[src/rtl/core/lsd_pkg.sv]
// Shared types and constants for the local signed distance block.
`default_nettype none

package lsd_pkg;

  // Request codes carried in the action field.
  localparam logic [2:0] ACT_WR_FRAC = 3'd0;
  localparam logic [2:0] ACT_WR_X    = 3'd1;
  localparam logic [2:0] ACT_WR_Y    = 3'd2;
  localparam logic [2:0] ACT_WR_Z    = 3'd3;
  localparam logic [2:0] ACT_QUERY   = 3'd4;

  // Fraction scale: Q1.16 with one full cell at 65536.
  localparam logic [16:0] FRAC_ONE  = 17'd65536;
  localparam logic [16:0] FRAC_HALF = 17'd32768;

  // Search limit after reset, 10.0 in Q16.16.
  localparam logic [30:0] LIMIT_RESET = 31'd655360;

  // Status codes of a result.
  localparam logic STAT_OK       = 1'b0;
  localparam logic STAT_INTERIOR = 1'b1;

  typedef struct packed {
    logic [2:0]         action;
    logic [4:0]         cell_x;
    logic [4:0]         cell_y;
    logic [4:0]         cell_z;
    logic signed [31:0] value;
  } lsd_req_t;

  typedef struct packed {
    logic signed [31:0] distance;
    logic               status;
  } lsd_res_t;

  // Controller to datapath commands.
  typedef struct packed {
    logic accept;
    logic init;
    logic cap_centre;
    logic scan_en;
    logic sqrt_init;
    logic sqrt_en;
    logic emit;
    logic emit_err;
  } lsd_cmd_t;

  // Datapath to controller status.
  typedef struct packed {
    logic query;
    logic interior;
    logic scan_last;
    logic sqrt_last;
  } lsd_stat_t;

endpackage

`default_nettype wire

[src/rtl/core/lsd_ctrl.sv]
// Controller state machine that sequences a query through the datapath.
`default_nettype none

module lsd_ctrl (
  input  wire logic              clk,
  input  wire logic              rst_n,
  input  wire logic              start,
  output logic                   busy,
  output logic                   out_valid,
  input  wire lsd_pkg::lsd_stat_t stat,
  output lsd_pkg::lsd_cmd_t      cmd
);
  import lsd_pkg::*;

  typedef enum logic [3:0] {
    ST_IDLE, ST_CHECK, ST_CENTRE, ST_CAPTURE, ST_SCAN,
    ST_DRAIN, ST_SQ_INIT, ST_SQRT, ST_EMIT
  } state_t;

  state_t     state_r, state_nxt;
  logic       err_r, err_nxt;
  logic [1:0] drain_r, drain_nxt;
  logic       out_valid_r;

  assign busy      = (state_r != ST_IDLE);
  assign out_valid = out_valid_r;

  // Next state and command decode.
  always_comb begin
    state_nxt = state_r;
    err_nxt   = err_r;
    drain_nxt = drain_r;
    cmd       = '0;
    cmd.accept = start && (state_r == ST_IDLE);
    unique case (state_r)
      ST_IDLE: begin
        if (cmd.accept && stat.query) begin
          state_nxt = ST_CHECK;
        end
      end
      ST_CHECK: begin
        err_nxt   = !stat.interior;
        state_nxt = stat.interior ? ST_CENTRE : ST_EMIT;
      end
      ST_CENTRE: begin
        cmd.init  = 1'b1;
        state_nxt = ST_CAPTURE;
      end
      ST_CAPTURE: begin
        cmd.cap_centre = 1'b1;
        state_nxt      = ST_SCAN;
      end
      ST_SCAN: begin
        cmd.scan_en = 1'b1;
        drain_nxt   = '0;
        if (stat.scan_last) begin
          state_nxt = ST_DRAIN;
        end
      end
      ST_DRAIN: begin
        drain_nxt = drain_r + 2'd1;
        if (drain_r == 2'd3) begin
          state_nxt = ST_SQ_INIT;
        end
      end
      ST_SQ_INIT: begin
        cmd.sqrt_init = 1'b1;
        state_nxt     = ST_SQRT;
      end
      ST_SQRT: begin
        cmd.sqrt_en = 1'b1;
        if (stat.sqrt_last) begin
          state_nxt = ST_EMIT;
        end
      end
      ST_EMIT: begin
        cmd.emit     = 1'b1;
        cmd.emit_err = err_r;
        state_nxt    = ST_IDLE;
      end
      default: state_nxt = ST_IDLE;
    endcase
  end

  // State and registered strobe.
  always_ff @(posedge clk) begin
    if (!rst_n) begin
      state_r     <= ST_IDLE;
      err_r       <= 1'b0;
      drain_r     <= '0;
      out_valid_r <= 1'b0;
    end else begin
      state_r     <= state_nxt;
      err_r       <= err_nxt;
      drain_r     <= drain_nxt;
      out_valid_r <= (state_r == ST_EMIT);
    end
  end

  // An accepted query makes the block busy in the next cycle.
  a_query_busy: assert property (@(posedge clk) disable iff (!rst_n)
    (cmd.accept && stat.query) |=> busy)
    else $error("query accepted but block not busy");

  // A result only follows a cycle of work.
  a_valid_after_busy: assert property (@(posedge clk) disable iff (!rst_n)
    out_valid |-> $past(busy))
    else $error("result without a query in progress");

  // One strobe per query.
  a_single_strobe: assert property (@(posedge clk) disable iff (!rst_n)
    out_valid |=> !out_valid)
    else $error("result strobe held two cycles");

endmodule

`default_nettype wire

[config.mk]
export PLATFORM = sky130hd
export DESIGN_NAME = lsd_ctrl
export DESIGN_NICKNAME = d
export VERILOG_FILES = /design/src/rtl/core/lsd_pkg.sv /design/src/rtl/core/lsd_ctrl.sv
export SDC_FILE = /design/constraint.sdc
export NUM_CORES = 1
export LEC_CHECK = 0
export ABC_CLOCK_PERIOD_IN_PS = 2450
export BUFFER_PORTS_ARGS = -buffer_cell sky130_fd_sc_hd__buf_2
export CAP_MARGIN = 20
export CORE_AREA = 2 2 39 41
export CTS_BUF_LIST = sky130_fd_sc_hd__clkbuf_16
export DETAILED_ROUTE_END_ITERATION = 12
export DIE_AREA = 0 0 41 43
export PLACE_DENSITY = 0.67
export SETUP_SLACK_MARGIN = 0.05
export SYNTH_ARGS = -nofsm -noshare
export SYNTH_HDL_FRONTEND = slang
export SYNTH_SLANG_ARGS = --single-unit
[constraint.sdc]
create_clock -name clk -period 2.45 [get_ports clk]
set_clock_uncertainty 0.1 [all_clocks]
set_input_delay 0 -clock clk [delete_from_list [all_inputs] [get_ports clk]]
set_output_delay 0 -clock clk [all_outputs]
set_load 0.005 [all_outputs]
== Word-level counts from Yosys, hierarchy flattened ==
Cells that the tools add are included.
W data, S select, Z words.

* Bits in registers: 8
* Bits in latches: 0
* Bits in writable memories: 0
* ROM bits: 0
* Word-level logic and storage cells: 38
* Memories: 0

* Add/sub/neg operators: 1
* Multipliers: 0
* Div/mod/pow operators: 0
* $lt $le $gt $ge: 0
* Eq/ne operators: 13
* Shift operators: 0
* Multiplexer cells: 13
* Bitwise gates (word level): 0
* Reductions and logical operators: 7

{| class="wikitable"
|+ Operator list
! kind !! count
|-
| $pmux W4 S8 || 1
|-
| $mux W4 || 5
|-
| $eq A4 B3 Y1 const B || 4
|-
| $eq A4 B2 Y1 const B || 2
|-
| $ne A2 B2 Y1 const B || 3
|-
| $mux W1 || 5
|-
| $eq A4 B1 Y1 const B || 1
|-
| $eq A4 B4 Y1 const B || 1
|-
| $logic_not A4 Y1 || 1
|-
| $pmux W2 S2 || 1
|-
| $reduce_and A4 Y1 || 1
|-
| $reduce_bool A4 Y1 || 1
|-
| $add A2 B1 Y2 const B || 1
|-
| $eq A2 B2 Y1 const B || 1
|-
| $logic_and A1 B1 Y1 || 2
|-
| $mux W2 || 1
|-
| $ne A2 B1 Y1 const B || 1
|-
| $reduce_bool A2 Y1 || 1
|-
| $logic_not A1 Y1 || 1
|}

== Logic depth before layout (Yosys ltp) ==
* Word-level depth: 5
* Mapped depth: 5
* Mapped depth without buffers: 5

== Worst setup path before layout ==
No wires, ideal clock.

* Path type: reg2reg
* Start: register state_r[3]
* End: register state_r[1]
* Arrival: 1208 ps
* Required time: 2235 ps
* Path slack: 1027 ps
* Stages on the path, launching flop included: 6
* Clock period less this slack: 1423 ps
* Path through: dfxtp_1 buf_2 nor4_1 a22o_1 nor3_1 o21a_1

* Longest elaborated chain between the ends: 5
* Elaborated cells between the ends (all ways): 16
* Classes of those cells: 11 x eq/ne; 1 x mux; 4 x reduce/logical

{| class="wikitable"
|+ Ends and longest elaborated chain
! item !! RTL line !! source
|-
| from (decl) || lsd_ctrl.sv:20 || <nowiki>state_t state_r, state_nxt;</nowiki>
|-
| from (signal assigned) || lsd_ctrl.sv:93 || <nowiki>state_r <= state_nxt;</nowiki>
|-
| $logic_not A4 Y1 || lsd_ctrl.sv:34, lsd_ctrl.sv:35 ||
|-
| $logic_and A1 B1 Y1 || lsd_ctrl.sv:34 || <nowiki>cmd.accept = start && (state_r == ST_IDLE);</nowiki>
|-
| $logic_and A1 B1 Y1 || lsd_ctrl.sv:37 || <nowiki>if (cmd.accept && stat.query) begin</nowiki>
|-
| $ne A2 B1 Y1 (no source line) || - ||
|-
| $reduce_and A4 Y1 (no source line) || - ||
|}

Parallel ways exist; a longest one is shown, timed or not.
A chain may end at the register's enable or synchronous reset.

== Worst setup path in the final report ==
* Start: register state_r[0]
* End: register err_r

* Longest elaborated chain between the ends: 1

{| class="wikitable"
|+ Ends and longest elaborated chain
! item !! RTL line !! source
|-
| $eq A4 B1 Y1 || lsd_ctrl.sv:35 || <nowiki>unique case (state_r)</nowiki>
|-
| to (signal assigned) || lsd_ctrl.sv:94 || <nowiki>err_r <= err_nxt;</nowiki>
|-
| to (decl) || lsd_ctrl.sv:21 || <nowiki>logic err_r, err_nxt;</nowiki>
|}

Every way passes these cells.

==> reports/results.txt <==
crit start category - flop
Post-Syn Area - 467 µm²
clock buffer depth - 2
max-cap viol count - 0
io pins - 17
Least-Margin Pin Slew - 0.507 ns
final hold vios - 0
root buffer cell - clkbuf_16
Post-CTS Hold Buffers - 3
post-synth top area share - 34.3%
area post-placement - 542 µm²
placer congestion estimate - 0.740
critical path peak fanout - 15
DP HPWL - 698 µm
yosys warns - 0
Die Ht - 43 µm
CTS-repair resized insts - 0
Post-DRT Antenna Nets - 0
ANT cells - 0
Final #Nets - 82
final worst path period share - 82.0%
sequential share of the synthesized area - 34.3%
Async SR Flop Fraction - 0%
WP data arrival - 2.02 ns
Slew Viols, Final - 0
#FFs+latches synth - 8
Die ar. - 1760 µm²
hold crit path type - input port to flop
PD cells - 794 nW/µm²
area grow syn2layout - 38.6%
largest net degree at the start of global routing - 16
clock latency on the worst-skew pair - 0.23 ns
Hold Crit Depth - 3
setup TNS - 0 ns
Worst path slowest cell - dfxtp_1
worst vdd ir - 0.000505 V
outcome - complete, no violations
Setup-failing EPs final - 0
first-pass GRT wire length - 1740 µm
Hold Startpoint - stat[0]
DRC viols - 0
global route overflow - 0
FP Rows - 14
vias per cell - 5.36
total CTS buffers - 3
DR vias - 472
Hold Path End - state_r[2]
largest cells by area after synthesis - dfxtp_1 (34%), nand2b_1 (5.4%), nor3_1 (5.4%)
die extent in x - 41 µm
CORE AREA - 1380 µm²
worst-path cell chain - nand2b_1 -> nor3_1 -> nand2_1 -> o211a_1 -> dlygate4sd3_1
max incr delay on CP - 0.63 ns
Main synth FF type - dfxtp_1
leakage - 0.298 nW
routed length per placed instance - 12.5 µm
initial antenna violation count - 0
Initial Util - 33.7%
Gate Count Post-Synth - 54
DRT Wirelength - 1100 µm
htree depth - 1
CP Class - flop to flop
Reg2Reg Depth - 5
design area - 647 µm²
reg2reg end - err_r
vias in the first global route - 387
Max transition margin - 66.2%
# port buffers - 16
RSZ-0062 raised after global routing - false
syn nets - 62
largest area contributor in the netlist - dfxtp_1
RR Startpoint - state_r[0]
Finished Core Util - 46.7%
First DRT Iteration DRCs - 21
share of layout cells above drive strength 1 - 27.8%
clock sinks - 8
crit end category - flop
Fmax achieved - 0.498 GHz
clock slew at reported path FFs - 0.04 ns
TritonCTS clock tree - built
Reg2Reg Setup Slack - 0.44 ns
Pre-antenna DRT Iters - 4
Critical Path RT - 2.46 ns
Post-synth EDFFs - 0
Setup Fix Bufs, Post-CTS - 0
Global Route Usage Sum - 14.9%
post-synth cell types - 29
Avg Inst Size Synth - 8.64 µm²
final worst path period need - 2.01 ns
==> cell usage after synthesis (all sizes together) (2+ instances only) <==
| cell | count |
|---|---|
| dfxtp | 8 |
| nor4b | 2 |
| mux2i | 2 |
| nor2 | 2 |
| buf | 3 |
| nand2 | 3 |
| or3 | 2 |
| a21boi | 3 |
| nand2b | 4 |
| nand3b | 2 |
| nor3 | 5 |
| and2 | 3 |
==> stage by stage <==
step	hold slack [ns]	setup slack, ns	cells	power, mW
floorplan	0.0103	1.03	54	0.208
global placement	0.181	0.808	82	0.230
detailed placement	0.203	0.794	82	0.231
CTS	0.0494	0.449	88	0.516
global route	0.0610	0.293	88	0.539
finish	0.0507	0.441	88	0.514
==> cell type report <==
class | instances | area, µm²
Sequential cell | 8 | 160
Multi-Input combinational cell | 41 | 278
Tap cell | 16 | 20.0
Timing Repair Buffer | 19 | 110
Clock buffer | 3 | 75.1
Inverter | 1 | 3.75
Fill cell | 130 | 737
==> layout by cell type, fill, tap and decap left out <==
cell,n
a2111oi_0,1
a21oi_1,1
nor4_1,1
o21ai_0,1
nor3b_1,1
or3_1,2
inv_1,1
nand4_1,1
nand3_1,1
nor4b_1,2
o21a_1,1
nor4bb_1,1
o21ba_2,1
o211a_1,1
nor3_1,5
ha_1,1
clkbuf_16,3
a21boi_1,1
a21boi_0,2
buf_2,16
nand3b_1,2
mux2i_1,2
nand2b_1,4
dfxtp_1,8
nor2_1,2
dlygate4sd3_1,3
a22o_1,1
and2_1,3
nand2_1,3
==> routing by layer <==
metal | vias to the layer above | share of wire [%] | routed length [µm] | GRT usage, %
met3 | 3 | 8.6 | 95 | 7.85
li1 | 238 | - | - | -
met2 | 21 | 46 | 501 | 20.6
met4 | 0 | 0.73 | 8 | 4.00
met5 | - | 0 | 0 | 0
met1 | 210 | 45 | 496 | 19.7
==> worst max path at each step <==
stage | depth (start not counted) | end | from
final | 5 | err_r | state_r[0]
after floorplan | 5 | state_r[1] | state_r[3]
after detailed placement | 4 | state_r[0] | state_r[0]
after CTS | 5 | err_r | state_r[0]
after global routing | 5 | err_r | state_r[0]
after global placement | 4 | state_r[0] | state_r[0]
==> where the power goes <==
part	internal (mW)	switching [mW]
Clock	0.211	0.0661
Combinational	0.0427	0.0329
Sequential	0.140	0.0211
==> kinds of logic (layout without fill, tap and decap cells) <==
| kind of cell | after synthesis | in the layout | share of synthesized area [%] |
|---|---|---|---|
| buffers and inverters | 5 | 23 | 6.16 |
| adders and majority gates | 1 | 1 | 2.68 |
| DFF | 8 | 8 | 34.3 |
| AOI/OAI and AO/OA | 10 | 10 | 16.6 |
| muxes | 2 | 2 | 4.29 |
| and+or+nand+nor | 28 | 28 | 35.9 |
==> registers in the layout, indices dropped and copies added, names as in the netlist <==
register,flops
state_r,4
drain_r,2
err_r,1
out_valid,1
==> critical path: cells and delay by family (launching register included) <==
family	cells	cell delay (ns)
buffers and inverters	1	0.55
DFF	1	0.63
and+or+nand+nor	3	0.50
AOI/OAI and AO/OA	1	0.12
(Power assumes the default switching activity.)
